### src/rtl/core/arma_pkg.sv
// ----------------------------------------------------------------------------
// arma_pkg
// Shared types and constants of the ARMA filter: item layouts, coefficient
// register indexes, sequencer step codes and accumulator sizing.
// ----------------------------------------------------------------------------
package arma_pkg;

  localparam int SampleW  = 16;
  localparam int CoefW    = 16;
  localparam int ProdW    = SampleW + CoefW;
  // seven products of at most 2^30 in magnitude fit in 34 bits, keep one spare
  localparam int AccW     = ProdW + 3;
  localparam int NumRegs  = 7;
  localparam int HistD    = 3;
  localparam int RoundSh  = 12;
  localparam int RegIdxW  = 3;
  localparam int StepW    = 3;

  typedef logic signed [SampleW-1:0] sample_t;
  typedef logic signed [CoefW-1:0]   coef_t;
  typedef logic signed [ProdW-1:0]   prod_t;
  typedef logic signed [AccW-1:0]    acc_t;
  typedef logic [RegIdxW-1:0]        reg_idx_t;
  typedef logic [StepW-1:0]          step_t;

  // register indexes in the configuration map
  localparam reg_idx_t RegAr1 = 3'd0;
  localparam reg_idx_t RegAr2 = 3'd1;
  localparam reg_idx_t RegAr3 = 3'd2;
  localparam reg_idx_t RegMa0 = 3'd3;
  localparam reg_idx_t RegMa1 = 3'd4;
  localparam reg_idx_t RegMa2 = 3'd5;
  localparam reg_idx_t RegMa3 = 3'd6;

  localparam coef_t MaCoef0Rst = 16'sd4096;

  // multiply-accumulate steps: current noise, three noise lags, three output lags
  localparam step_t StepW0  = 3'd0;
  localparam step_t StepW1  = 3'd1;
  localparam step_t StepW2  = 3'd2;
  localparam step_t StepW3  = 3'd3;
  localparam step_t StepX1  = 3'd4;
  localparam step_t StepX2  = 3'd5;
  localparam step_t StepX3  = 3'd6;
  localparam step_t LastStep = StepX3;

  typedef struct packed {
    sample_t noise_sample;
    logic    start_of_sequence;
    logic    end_of_sequence;
  } in_item_t;

  typedef struct packed {
    sample_t out_sample;
    logic    out_last;
  } out_item_t;

  // sequencer to datapath controls
  typedef struct packed {
    logic  clr;     // clear accumulator, latch item
    logic  issue;   // feed one operand pair into the multiplier
    step_t step;    // which product is issued
    logic  finish;  // round, saturate, update delay lines, load result
  } ctrl_t;

endpackage

### src/rtl/core/arma_in_if.sv
// ----------------------------------------------------------------------------
// arma_in_if
// Valid/ready channel carrying one noise item into the ARMA filter.
// ----------------------------------------------------------------------------
interface arma_in_if;
  logic               valid;
  logic               ready;
  arma_pkg::in_item_t data;

  modport source (output valid, output data, input ready);
  modport sink   (input valid, input data, output ready);
endinterface

### src/rtl/core/arma_out_if.sv
// ----------------------------------------------------------------------------
// arma_out_if
// Valid/ready channel carrying one filtered result item out of the filter.
// ----------------------------------------------------------------------------
interface arma_out_if;
  logic                valid;
  logic                ready;
  arma_pkg::out_item_t data;

  modport source (output valid, output data, input ready);
  modport sink   (input valid, input data, output ready);
endinterface

### src/rtl/core/arma_mac.sv
// ----------------------------------------------------------------------------
// arma_mac
// Shared multiply-accumulate unit: registered 16x16 product, then a signed
// add or subtract into the wide accumulator.
// ----------------------------------------------------------------------------
module arma_mac (
  input  logic             clk_i,
  input  logic             rst_ni,
  input  logic             clr_i,
  input  logic             en_i,
  input  logic             sub_i,
  input  arma_pkg::coef_t  coef_i,
  input  arma_pkg::sample_t smp_i,
  output arma_pkg::acc_t   acc_o
);

  arma_pkg::prod_t prod_q;
  logic            vld_q, vld_d;
  logic            sub_q;
  arma_pkg::acc_t  acc_q, acc_d;
  arma_pkg::acc_t  term;

  assign vld_d = en_i;

  always_ff @(posedge clk_i or negedge rst_ni) begin
    if (!rst_ni) begin
      vld_q <= 1'b0;
    end else begin
      vld_q <= vld_d;
    end
  end

  always_ff @(posedge clk_i) begin
    prod_q <= arma_pkg::prod_t'(coef_i) * arma_pkg::prod_t'(smp_i);
    sub_q  <= sub_i;
    acc_q  <= acc_d;
  end

  always_comb begin
    term = arma_pkg::acc_t'(prod_q);
    if (sub_q) begin
      term = -term;
    end
    acc_d = acc_q;
    if (clr_i) begin
      acc_d = '0;
    end else if (vld_q) begin
      acc_d = acc_q + term;
    end
  end

  assign acc_o = acc_q;

endmodule

### src/rtl/core/arma_ctrl.sv
// ----------------------------------------------------------------------------
// arma_ctrl
// Sequencer of the filter: steps the shared MAC through seven products,
// waits for the last one to land, then finishes the item.
// ----------------------------------------------------------------------------
module arma_ctrl (
  input  logic            clk_i,
  input  logic            rst_ni,
  input  logic            in_fire_i,
  input  logic            out_free_i,
  output logic            idle_o,
  output arma_pkg::ctrl_t ctrl_o
);

  typedef enum logic [3:0] {
    StIdle  = 4'b0001,
    StMac   = 4'b0010,
    StDrain = 4'b0100,
    StDone  = 4'b1000
  } state_e;

  state_e          state_q, state_d;
  arma_pkg::step_t step_q, step_d;

  always_ff @(posedge clk_i or negedge rst_ni) begin
    if (!rst_ni) begin
      state_q <= StIdle;
      step_q  <= '0;
    end else begin
      state_q <= state_d;
      step_q  <= step_d;
    end
  end

  always_comb begin
    state_d = state_q;
    step_d  = step_q;
    ctrl_o  = '0;
    ctrl_o.step = step_q;
    unique case (state_q)
      StIdle: begin
        if (in_fire_i) begin
          ctrl_o.clr = 1'b1;
          step_d     = arma_pkg::StepW0;
          state_d    = StMac;
        end
      end
      StMac: begin
        ctrl_o.issue = 1'b1;
        if (step_q == arma_pkg::LastStep) begin
          state_d = StDrain;
        end else begin
          step_d = step_q + 3'd1;
        end
      end
      StDrain: begin
        // last product accumulates this cycle
        state_d = StDone;
      end
      StDone: begin
        // hold until the output register can take the result
        if (out_free_i) begin
          ctrl_o.finish = 1'b1;
          state_d       = StIdle;
        end
      end
      default: begin
        state_d = StIdle;
      end
    endcase
  end

  assign idle_o = (state_q == StIdle);

endmodule

### src/rtl/core/arma_filter.sv
// ----------------------------------------------------------------------------
// arma_filter
// Fixed-point direct-form ARMA(3,3) filter around one shared multiplier.
// ----------------------------------------------------------------------------
// A noise item is accepted only once the previous one is finished: the single
// shared multiply-accumulate unit forms the seven coefficient products, a
// drain step lets the last registered product reach the accumulator, a
// finish step rounds, saturates and shifts the delay lines, and idle accepts.
// The result sits in an output register, so the next item is accepted while it
// waits; the finish step stalls only while that register is still full.
// start_of_sequence clears both delay lines before the item is used. The user must
// write coefficients through cfg_we_i/cfg_idx_i/cfg_data_i only while idle; the
// block does not enforce it. Indexes beyond the seven registers are ignored.
module arma_filter #(
  parameter int AR_ORDER = 3,
  parameter int MA_ORDER = 3
) (
  input  logic                 clk_i,
  input  logic                 rst_ni,
  input  logic                 cfg_we_i,
  input  arma_pkg::reg_idx_t   cfg_idx_i,
  input  logic [15:0]          cfg_data_i,
  arma_in_if.sink              in_i,
  arma_out_if.source           out_o
);

  arma_pkg::coef_t   coef_q [arma_pkg::NumRegs];
  arma_pkg::sample_t nhist_q [arma_pkg::HistD];
  arma_pkg::sample_t ohist_q [arma_pkg::HistD];
  arma_pkg::sample_t w_q;
  logic              last_q;
  logic              out_valid_q;
  arma_pkg::out_item_t out_data_q;

  arma_pkg::ctrl_t   ctrl;
  logic              idle;
  logic              in_fire;
  logic              out_free;
  arma_pkg::acc_t    acc;

  arma_pkg::coef_t   op_coef;
  arma_pkg::sample_t op_smp;
  logic              op_sub;

  logic signed [arma_pkg::AccW:0]              biased;
  logic signed [arma_pkg::AccW-arma_pkg::RoundSh:0] rounded;
  arma_pkg::sample_t sat;

  assign in_i.ready = idle;
  assign in_fire    = in_i.valid && in_i.ready;
  assign out_free   = !out_valid_q || out_o.ready;

  arma_ctrl u_ctrl (
    .clk_i      (clk_i),
    .rst_ni     (rst_ni),
    .in_fire_i  (in_fire),
    .out_free_i (out_free),
    .idle_o     (idle),
    .ctrl_o     (ctrl)
  );

  // coefficient registers
  always_ff @(posedge clk_i or negedge rst_ni) begin
    if (!rst_ni) begin
      for (int i = 0; i < arma_pkg::NumRegs; i++) begin
        coef_q[i] <= '0;
      end
      coef_q[arma_pkg::RegMa0] <= arma_pkg::MaCoef0Rst;
    end else if (cfg_we_i && (cfg_idx_i <= arma_pkg::RegMa3)) begin
      coef_q[cfg_idx_i] <= cfg_data_i;
    end
  end

  // operand select; lags beyond the configured orders read a zero coefficient
  always_comb begin
    op_coef = '0;
    op_smp  = '0;
    op_sub  = 1'b0;
    unique case (ctrl.step)
      arma_pkg::StepW0: begin
        op_coef = coef_q[arma_pkg::RegMa0];
        op_smp  = w_q;
      end
      arma_pkg::StepW1: begin
        op_coef = (MA_ORDER >= 1) ? coef_q[arma_pkg::RegMa1] : '0;
        op_smp  = nhist_q[0];
      end
      arma_pkg::StepW2: begin
        op_coef = (MA_ORDER >= 2) ? coef_q[arma_pkg::RegMa2] : '0;
        op_smp  = nhist_q[1];
      end
      arma_pkg::StepW3: begin
        op_coef = (MA_ORDER >= 3) ? coef_q[arma_pkg::RegMa3] : '0;
        op_smp  = nhist_q[2];
      end
      arma_pkg::StepX1: begin
        op_coef = (AR_ORDER >= 1) ? coef_q[arma_pkg::RegAr1] : '0;
        op_smp  = ohist_q[0];
        op_sub  = 1'b1;
      end
      arma_pkg::StepX2: begin
        op_coef = (AR_ORDER >= 2) ? coef_q[arma_pkg::RegAr2] : '0;
        op_smp  = ohist_q[1];
        op_sub  = 1'b1;
      end
      arma_pkg::StepX3: begin
        op_coef = (AR_ORDER >= 3) ? coef_q[arma_pkg::RegAr3] : '0;
        op_smp  = ohist_q[2];
        op_sub  = 1'b1;
      end
      default: begin
        op_coef = '0;
      end
    endcase
  end

  arma_mac u_mac (
    .clk_i  (clk_i),
    .rst_ni (rst_ni),
    .clr_i  (ctrl.clr),
    .en_i   (ctrl.issue),
    .sub_i  (op_sub),
    .coef_i (op_coef),
    .smp_i  (op_smp),
    .acc_o  (acc)
  );

  // round half up to Q1.15, then saturate
  always_comb begin
    biased  = (arma_pkg::AccW+1)'(acc) + (arma_pkg::AccW+1)'(2048);
    rounded = biased[arma_pkg::AccW:arma_pkg::RoundSh];
    if (rounded > 32767) begin
      sat = 16'sh7fff;
    end else if (rounded < -32768) begin
      sat = 16'sh8000;
    end else begin
      sat = rounded[15:0];
    end
  end

  // item latch
  always_ff @(posedge clk_i) begin
    if (in_fire) begin
      w_q    <= in_i.data.noise_sample;
      last_q <= in_i.data.end_of_sequence;
    end
  end

  // delay lines: clear on start of sequence, advance on finish
  always_ff @(posedge clk_i or negedge rst_ni) begin
    if (!rst_ni) begin
      for (int i = 0; i < arma_pkg::HistD; i++) begin
        nhist_q[i] <= '0;
        ohist_q[i] <= '0;
      end
    end else if (in_fire && in_i.data.start_of_sequence) begin
      for (int i = 0; i < arma_pkg::HistD; i++) begin
        nhist_q[i] <= '0;
        ohist_q[i] <= '0;
      end
    end else if (ctrl.finish) begin
      for (int i = arma_pkg::HistD - 1; i > 0; i--) begin
        nhist_q[i] <= nhist_q[i-1];
        ohist_q[i] <= ohist_q[i-1];
      end
      nhist_q[0] <= w_q;
      ohist_q[0] <= sat;
    end
  end

  // output register
  always_ff @(posedge clk_i or negedge rst_ni) begin
    if (!rst_ni) begin
      out_valid_q <= 1'b0;
    end else if (ctrl.finish) begin
      out_valid_q <= 1'b1;
    end else if (out_o.ready) begin
      out_valid_q <= 1'b0;
    end
  end

  always_ff @(posedge clk_i) begin
    if (ctrl.finish) begin
      out_data_q.out_sample <= sat;
      out_data_q.out_last   <= last_q;
    end
  end

  assign out_o.valid = out_valid_q;
  assign out_o.data  = out_data_q;

  // no second item enters while one is in the MAC
  a_busy_after_accept : assert property (@(posedge clk_i) disable iff (!rst_ni)
    in_fire |=> !in_i.ready)
    else $error("input accepted while an item was in progress");

  // a new result appears only from a finish step
  a_result_from_finish : assert property (@(posedge clk_i) disable iff (!rst_ni)
    (out_o.valid && !$past(out_o.valid)) |-> $past(ctrl.finish))
    else $error("result appeared without a finish step");

  // finish never overwrites a result that is still waiting
  a_no_overwrite : assert property (@(posedge clk_i) disable iff (!rst_ni)
    ctrl.finish |-> (!out_valid_q || out_o.ready))
    else $error("finish overwrote a pending result");

  // issue steps stay within the seven products
  a_step_range : assert property (@(posedge clk_i) disable iff (!rst_ni)
    ctrl.issue |-> (ctrl.step <= arma_pkg::LastStep))
    else $error("MAC step out of range");

endmodule
### src/flat_wrapper.sv
// flat-port wrapper written by rule: the top's interface ports become plain ports
module arma_filter_flat 
#(
  parameter int AR_ORDER = 3,
  parameter int MA_ORDER = 3
)
  (clk_i, rst_ni, cfg_we_i, cfg_idx_i, cfg_data_i, in_i_valid, in_i_data, in_i_ready, out_o_valid, out_o_data, out_o_ready);
  arma_in_if in_i_i ();
  arma_out_if out_o_i ();
  input  logic clk_i;
  input  logic rst_ni;
  input  logic cfg_we_i;
  input  arma_pkg::reg_idx_t cfg_idx_i;
  input  logic [15:0] cfg_data_i;
  input wire logic [$bits(in_i_i.valid)-1:0] in_i_valid;
  input wire logic [$bits(in_i_i.data)-1:0] in_i_data;
  output wire logic [$bits(in_i_i.ready)-1:0] in_i_ready;
  output wire logic [$bits(out_o_i.valid)-1:0] out_o_valid;
  output wire logic [$bits(out_o_i.data)-1:0] out_o_data;
  input wire logic [$bits(out_o_i.ready)-1:0] out_o_ready;
  assign in_i_i.valid = in_i_valid;
  assign in_i_i.data = in_i_data;
  assign in_i_ready = in_i_i.ready;
  assign out_o_valid = out_o_i.valid;
  assign out_o_data = out_o_i.data;
  assign out_o_i.ready = out_o_ready;
  arma_filter #(.AR_ORDER(AR_ORDER), .MA_ORDER(MA_ORDER)) u_core (.clk_i(clk_i), .rst_ni(rst_ni), .cfg_we_i(cfg_we_i), .cfg_idx_i(cfg_idx_i), .cfg_data_i(cfg_data_i), .in_i(in_i_i), .out_o(out_o_i));
endmodule
### config.mk
export PLATFORM = sky130hd
export DESIGN_NAME = arma_filter_flat
export DESIGN_NICKNAME = d
export VERILOG_FILES = /design/src/rtl/core/arma_pkg.sv /design/src/rtl/core/arma_in_if.sv /design/src/rtl/core/arma_out_if.sv /design/src/rtl/core/arma_mac.sv /design/src/rtl/core/arma_ctrl.sv /design/src/rtl/core/arma_filter.sv /design/src/flat_wrapper.sv
export SDC_FILE = /design/constraint.sdc
export NUM_CORES = 1
export LEC_CHECK = 0
export BUFFER_PORTS_ARGS = -buffer_cell sky130_fd_sc_hd__buf_4
export CAP_MARGIN = 20
export CORE_MARGIN = 10
export CORE_UTILIZATION = 58
export DETAILED_ROUTE_END_ITERATION = 6
export HOLD_SLACK_MARGIN = 0.12
export MAX_ROUTING_LAYER = met4
export PLACE_DENSITY = 0.78
export SETUP_SLACK_MARGIN = 0.5
export SLEW_MARGIN = 10
export SYNTH_ARGS = -nofsm -noshare
export SYNTH_HDL_FRONTEND = slang
export SYNTH_SLANG_ARGS = --single-unit
### constraint.sdc
create_clock -name clk_i -period 8.4 [get_ports clk_i]
set_input_delay 1.68 -clock clk_i [delete_from_list [all_inputs] [get_ports clk_i]]
set_output_delay 1.68 -clock clk_i [all_outputs]
set_load 0.1 [all_outputs]
==> results.ini, run 1 <==
[final_layout]
n_antenna_cell = 0
fin_cells = 3080
layout.nets = 2942
synthToLayoutAreaGrowth_pct = 11.4
drive_above_1_share = 0.155

[worst_setup_path]
crit_type = reg -> reg
slowest_stage = fa_1
crit_required_ps = 8870
critPathLaunchType = flip-flop
cpPeakStageDelay_ps = 550
critPathArrivalTime_ps = 8150
crit_path_end_kind = flip-flop
cp_common_cell = fa_1
cp_max_fo = 16

[sta]
rsz0062_at_grt = no
min_period_over_period = 0.914
worstMarginPinSlew_ps = 1100
holdWs_ps = 424
fin_crit_ps = 7680
setup_viol = 0
fin_tns_setup_ps = 0
worst_clock_skew_ps = 29.6
fin_ws_ps = 723
hold_viol_final = 0
slew_headroom = 0.267
fmax_mhz = 130
slew_violations = 0

[clock_tree]
clk_latency_ps = 570
cts_tree = done
cts_buffer_depth = 3
h-tree-depth = 2
cts.sinks = 319
hold_buffers = 0
cts_buffers = 35
clkTransAtPathRegs_ps = 60
cts_root_buffer = clkbuf_16

[floorplanning]
fp.dieH_um = 227
num_rows = 75
pin_count = 61
die_area_um2 = 51700
core-area_um2 = 42200
die_x_um = 227
initial_utilization = 0.591

[synthesis]
synth-main-ff-cell = dfrtp_1
syn-cell-area_um2 = 25000
synth_fp_nets = 2876
synth_commonest_cells = 347 x inv_1, 264 x fa_1, 236 x nor2_1
synthTopCellsByArea = dfrtp_1 22%, fa_1 21%, ha_1 6.1%, dfxtp_1 5.5%, inv_1 5.2%
synth.most_common_cell = inv_1
ys_types = 76
postSynthCellCount = 2448
async_reset_ff_frac = 0.680
synth.avg_cell_area_um2 = 10.2
yosysTopAreaCellShare = 0.216
ys_seq_elements = 319
yosys.area.top_type = dfrtp_1
synth_edf_count = 34
seq_area_frac_synth = 0.313
synth_warnings = 0

[drt]
wire_per_inst_um = 21.1
initialDrtViolationCount = 1829
via_per_inst = 6.15
vias = 18900
totalWireLength_mm = 64.8
drtAntennaViolNets = 0
firstDrtPassIters = 7
drc = 0

[global_route]
antenna_found_initial = 0
grt_max_degree = 102
grt_usage = 0.264
grt_pass1_wl_mm = 105
grt_pass1_vias = 20100
overflow = 0

[placement]
place_congestion = 0.988
dp_slack_ps = 343
dp_hpwl_mm = 47.7
io_buffers = 60
dp_cells = 2994

[hold_path]
min_path_type = reg -> reg

[run]
drv_cap = 0

[status]
status = finished clean

stage by stage:
stage	utilization	cell area, um2
2_1_floorplan	-	25000
3_3_place_gp	0.619	26100
3_5_place_dp	0.620	26200
4_1_cts	0.651	27500
5_1_grt	0.658	27800
6_report	0.658	27800
routing by layer:
metal,part of all wire,vias up,GRT usage
met4,0.041,0,0.103
li1,-,8421,-
met2,0.49,774,0.437
met3,0.075,198,0.0490
met5,0,-,-
met1,0.40,9537,0.317
sequential cells by signal, indices dropped and copies added (netlist names):
name,flops
u_core.coef_q,112
u_core.last_q,1
u_core.nhist_q,48
u_core.ohist_q,48
u_core.out_o.data,17
u_core.out_o.valid,1
u_core.u_ctrl.state_q,4
u_core.u_ctrl.step_q,3
u_core.u_mac.acc_o,35
u_core.u_mac.prod_q,32
u_core.u_mac.sub_q,1
u_core.u_mac.vld_q,1
u_core.w_q,16
cells in the final DEF, fill, tap and decap left out, types with 6 or more instances in the layout:
| cell type | instances |
|---|---|
| inv_1 | 347 |
| a21o_1 | 29 |
| nor4_1 | 7 |
| clkbuf_8 | 7 |
| and3_1 | 7 |
| a221oi_1 | 17 |
| a22oi_1 | 14 |
| o31ai_1 | 10 |
| clkbuf_16 | 36 |
| o21bai_1 | 7 |
| mux2_2 | 112 |
| a221o_1 | 16 |
| edfxtp_1 | 34 |
| a222oi_1 | 44 |
| nand3_1 | 22 |
| nor2b_1 | 10 |
| nor2_1 | 234 |
| dfxtp_1 | 68 |
| a211oi_1 | 14 |
| nand2b_1 | 31 |
| a22o_1 | 81 |
| a21oi_1 | 78 |
| xnor2_1 | 80 |
| fa_1 | 261 |
| nand2_1 | 166 |
| clkbuf_1 | 6 |
| buf_4 | 127 |
| o21ai_0 | 56 |
| dfrtp_1 | 214 |
| o211ai_1 | 15 |
| or2_2 | 30 |
| xor2_1 | 27 |
| nor3_1 | 21 |
| and2_1 | 9 |
| ha_1 | 117 |
| mux2i_1 | 28 |
| nand4_1 | 8 |
critical path: cells and delay by family (launching register included):
family	cells	cell delay (ps)
AND/OR/NAND/NOR	3	730
flip-flops	1	430
adder cells (fa/ha/maj)	8	3250
XOR/XNOR	1	160
AO/OA/AOI/OAI	8	1950
buffers and inverters	8	1050
path summary, 6_finish.rpt:
path	from	end	slack (ps)	depth (start not counted)
max reg2reg	u_core.u_ctrl.step_q[0]$_DFFE_PN0P_	u_core.u_mac.prod_q[31]$_DFF_P_	720	28
min in group asynchronous	rst_ni	u_core.coef_q[29]$_DFFE_PN0P_	1190	1
min reg2reg	u_core.last_q$_DFFE_PP_	u_core.out_o.data[0]$_DFFE_PP_	420	0
max in group asynchronous	rst_ni	u_core.u_ctrl.step_q[0]$_DFFE_PN0P_	5670	2
max	u_core.u_ctrl.step_q[0]$_DFFE_PN0P_	u_core.u_mac.prod_q[31]$_DFF_P_	720	28
min	u_core.last_q$_DFFE_PP_	u_core.out_o.data[0]$_DFFE_PP_	420	0
layout make-up:
class	count	area, um2
multi-input combinational	1672	15600
fill	3219	14400
sequential	319	7820
inverter	349	1310
timing repair buffer	137	1090
clock buffer	47	992
tap	539	674
clock inverter	17	254
timing repair:
item	in CTS	in global routing
endpoints found under the setup margin	5	12
resized for setup	13	27
pin swaps	1	12
cloned	0	1
buffers inserted	2	17
cells by family after synthesis:
group	Yosys count	synth area share
XOR/XNOR	107	0.0376
adder cells (fa/ha/maj)	386	0.273
flip-flops	319	0.313
AND/OR/NAND/NOR	595	0.112
buffers and inverters	457	0.0688
multiplexers	140	0.0618
AO/OA/AOI/OAI	444	0.134
Power of run 1 is left out: the tool's default activity adds up to more than one toggle a clock period on the data nets, which glitch-free logic cannot reach.
==> run 2: changes to the inputs <==
==> constraint.sdc (replaced) <==
create_clock -name clk_i -period 8.4 [get_ports clk_i]
set_input_delay 1.26 -clock clk_i [delete_from_list [all_inputs] [get_ports clk_i]]
set_output_delay 1.26 -clock clk_i [all_outputs]
set_load 0.1 [all_outputs]
==> run 2 against run 1 <==
Compared with the run above: final area decreased by 0.36%; maximum frequency is 0.58% higher; sequential share of layout area is 0.10 points higher; wire length decreased by 2.0%; critical path depth grew 2; worst setup slack better by 45 ps; die area stayed put; core utilization fell by 0.24 points; non-clock buffer count is 2 lower; global-route usage decreased by 0.52 points; critical path type unchanged.
==> results.ini, run 2 (same netlist as run 1, synthesis figures left out) <==
[clock_tree]
cts_tree = done
cts_root_buffer = clkbuf_16
cts.sinks = 319  ; unchanged
cts_buffers = 36  ; +2.9%
hold_buffers = 0  ; unchanged
h-tree-depth = 2  ; unchanged
clk_latency_ps = 560  ; about the same
cts_buffer_depth = 3  ; unchanged
clkTransAtPathRegs_ps = 60  ; about the same

[final_layout]
largest_register_ffs = 112  ; unchanged
fill_cells = 3228  ; +0.28%
drive_above_1_share = 0.152  ; -0.00309
layout.nets = 2941  ; -0.034%
regArea_um2 = 7820  ; unchanged
synthToLayoutAreaGrowth_pct = 11.0
top_register = u_core.coef_q
multi_input_area_um2 = 15600  ; -0.32%
reg.largest.list = u_core.coef_q x112, u_core.nhist_q x48, u_core.ohist_q x48
final_common_cell = inv_1
n_antenna_cell = 0  ; unchanged
layout_common_cells = 347 x inv_1, 261 x fa_1, 234 x nor2_1

[sta]
setup_viol = 0  ; unchanged
slew_headroom = 0.257  ; -0.0100
rsz0062_at_grt = yes
worstMarginPinSlew_ps = 1110  ; +15.0 ps
fmax_mhz = 131  ; +0.58%
worst_clock_skew_ps = 16.4  ; -13.2 ps
min_period_over_period = 0.909  ; -0.00531
slew_violations = 0  ; unchanged
hold_viol_final = 0  ; unchanged
fin_tns_setup_ps = 0  ; unchanged
fin_crit_ps = 7630  ; -44.6 ps

[worst_setup_path]
crit_family = adder cells
slowest_stage = fa_1
crit_required_ps = 8870  ; about the same
crit_buf_inv = 9  ; +1
critPathLaunchType = flip-flop
crit_path_end_kind = flip-flop
cpPeakStageDelay_ps = 560  ; about the same
crit_type = reg -> reg
critPathArrivalTime_ps = 8100  ; -50 ps
cp_max_fo = 26  ; +10

[floorplanning]
die_area_um2 = 51700  ; unchanged
num_rows = 75  ; unchanged
pin_count = 61  ; unchanged
die_x_um = 227  ; unchanged
core-area_um2 = 42200  ; unchanged
fp.dieH_um = 227  ; unchanged
initial_utilization = 0.591  ; unchanged

[placement]
place_congestion = 0.986  ; -0.14%
io_buffers = 60  ; unchanged
dp_hpwl_mm = 47.1  ; -1.2%

[global_route]
overflow = 0  ; unchanged
grt_pass1_vias = 19700  ; -2.0%
grt_max_degree = 102  ; unchanged
antenna_found_initial = 0  ; unchanged
grt_pass1_wl_mm = 103  ; -2.1%
grt_usage = 0.259  ; -0.00518

[drt]
dr_wl_met2_mm = 31.1  ; -1.6%
wl_met3_mm = 4.83  ; -1.0%
drtAntennaViolNets = 0  ; unchanged
wire_per_inst_um = 20.6  ; -2.0%
drc = 0  ; unchanged
totalWireLength_mm = 63.5  ; -2.0%
via_per_inst = 6.13  ; -0.28%
top_layer = met4
initialDrtViolationCount = 1790  ; -2.1%
vias = 18900  ; -0.32%
firstDrtPassIters = 6  ; -1
met1_length_mm = 25.3  ; -1.5%

[status]
status = finished clean

[run]
drv_cap = 0  ; unchanged

[hold_path]
min_path_type = reg -> reg

-- run 2: cell type report --
class	count	share of cell area
tap	539	0.0244
multi-input combinational	1672	0.563
timing repair buffer	135	0.0395
clock inverter	22	0.00841
clock buffer	43	0.0346
inverter	349	0.0473
sequential	319	0.282
-- run 2: what timing repair did --
item | CTS | global route
pin swaps | 1 | 8
setup buffers | 9 | 9
cloned | 0 | 0
setup endpoints to repair | 6 | 10
resized for setup | 13 | 17
-- run 2: layer usage --
metal,vias up,track usage
met2,768,0.425
met3,176,0.0465
li1,8417,-
met5,-,-
met1,9509,0.316
met4,0,0.0965
-- run 2: worst paths after layout --
| path | startpoint | end | slack [ps] | cells past startpoint |
|---|---|---|---|---|
| hold reg to reg | u_core.last_q$_DFFE_PP_ | u_core.out_o.data[0]$_DFFE_PP_ | 420 | 0 |
| max in group asynchronous | rst_ni | u_core.u_ctrl.step_q[0]$_DFFE_PN0P_ | 6120 | 2 |
| setup / recovery | u_core.u_ctrl.step_q[0]$_DFFE_PN0P_ | u_core.u_mac.prod_q[25]$_DFF_P_ | 770 | 30 |
| min in group asynchronous | rst_ni | u_core.coef_q[77]$_DFFE_PN0P_ | 760 | 1 |
| setup reg to reg | u_core.u_ctrl.step_q[0]$_DFFE_PN0P_ | u_core.u_mac.prod_q[25]$_DFF_P_ | 770 | 30 |
| hold / removal | u_core.last_q$_DFFE_PP_ | u_core.out_o.data[0]$_DFFE_PP_ | 420 | 0 |
-- run 2: per-stage QoR --
stage | std cells | cell area [um2] | utilization | hold slack [ps] | setup WS (ps)
global placement | 2992 | 26100 | 0.619 | 403 | 504
global route | 3079 | 27700 | 0.656 | 424 | 446
detailed placement | 2994 | 26200 | 0.620 | 407 | 206
floorplan | 2448 | 25000 | - | 400 | 505
CTS | 3068 | 27500 | 0.652 | 421 | 469
finish | 3079 | 27700 | 0.656 | 419 | 768
Power of run 2 is left out for the same reason.
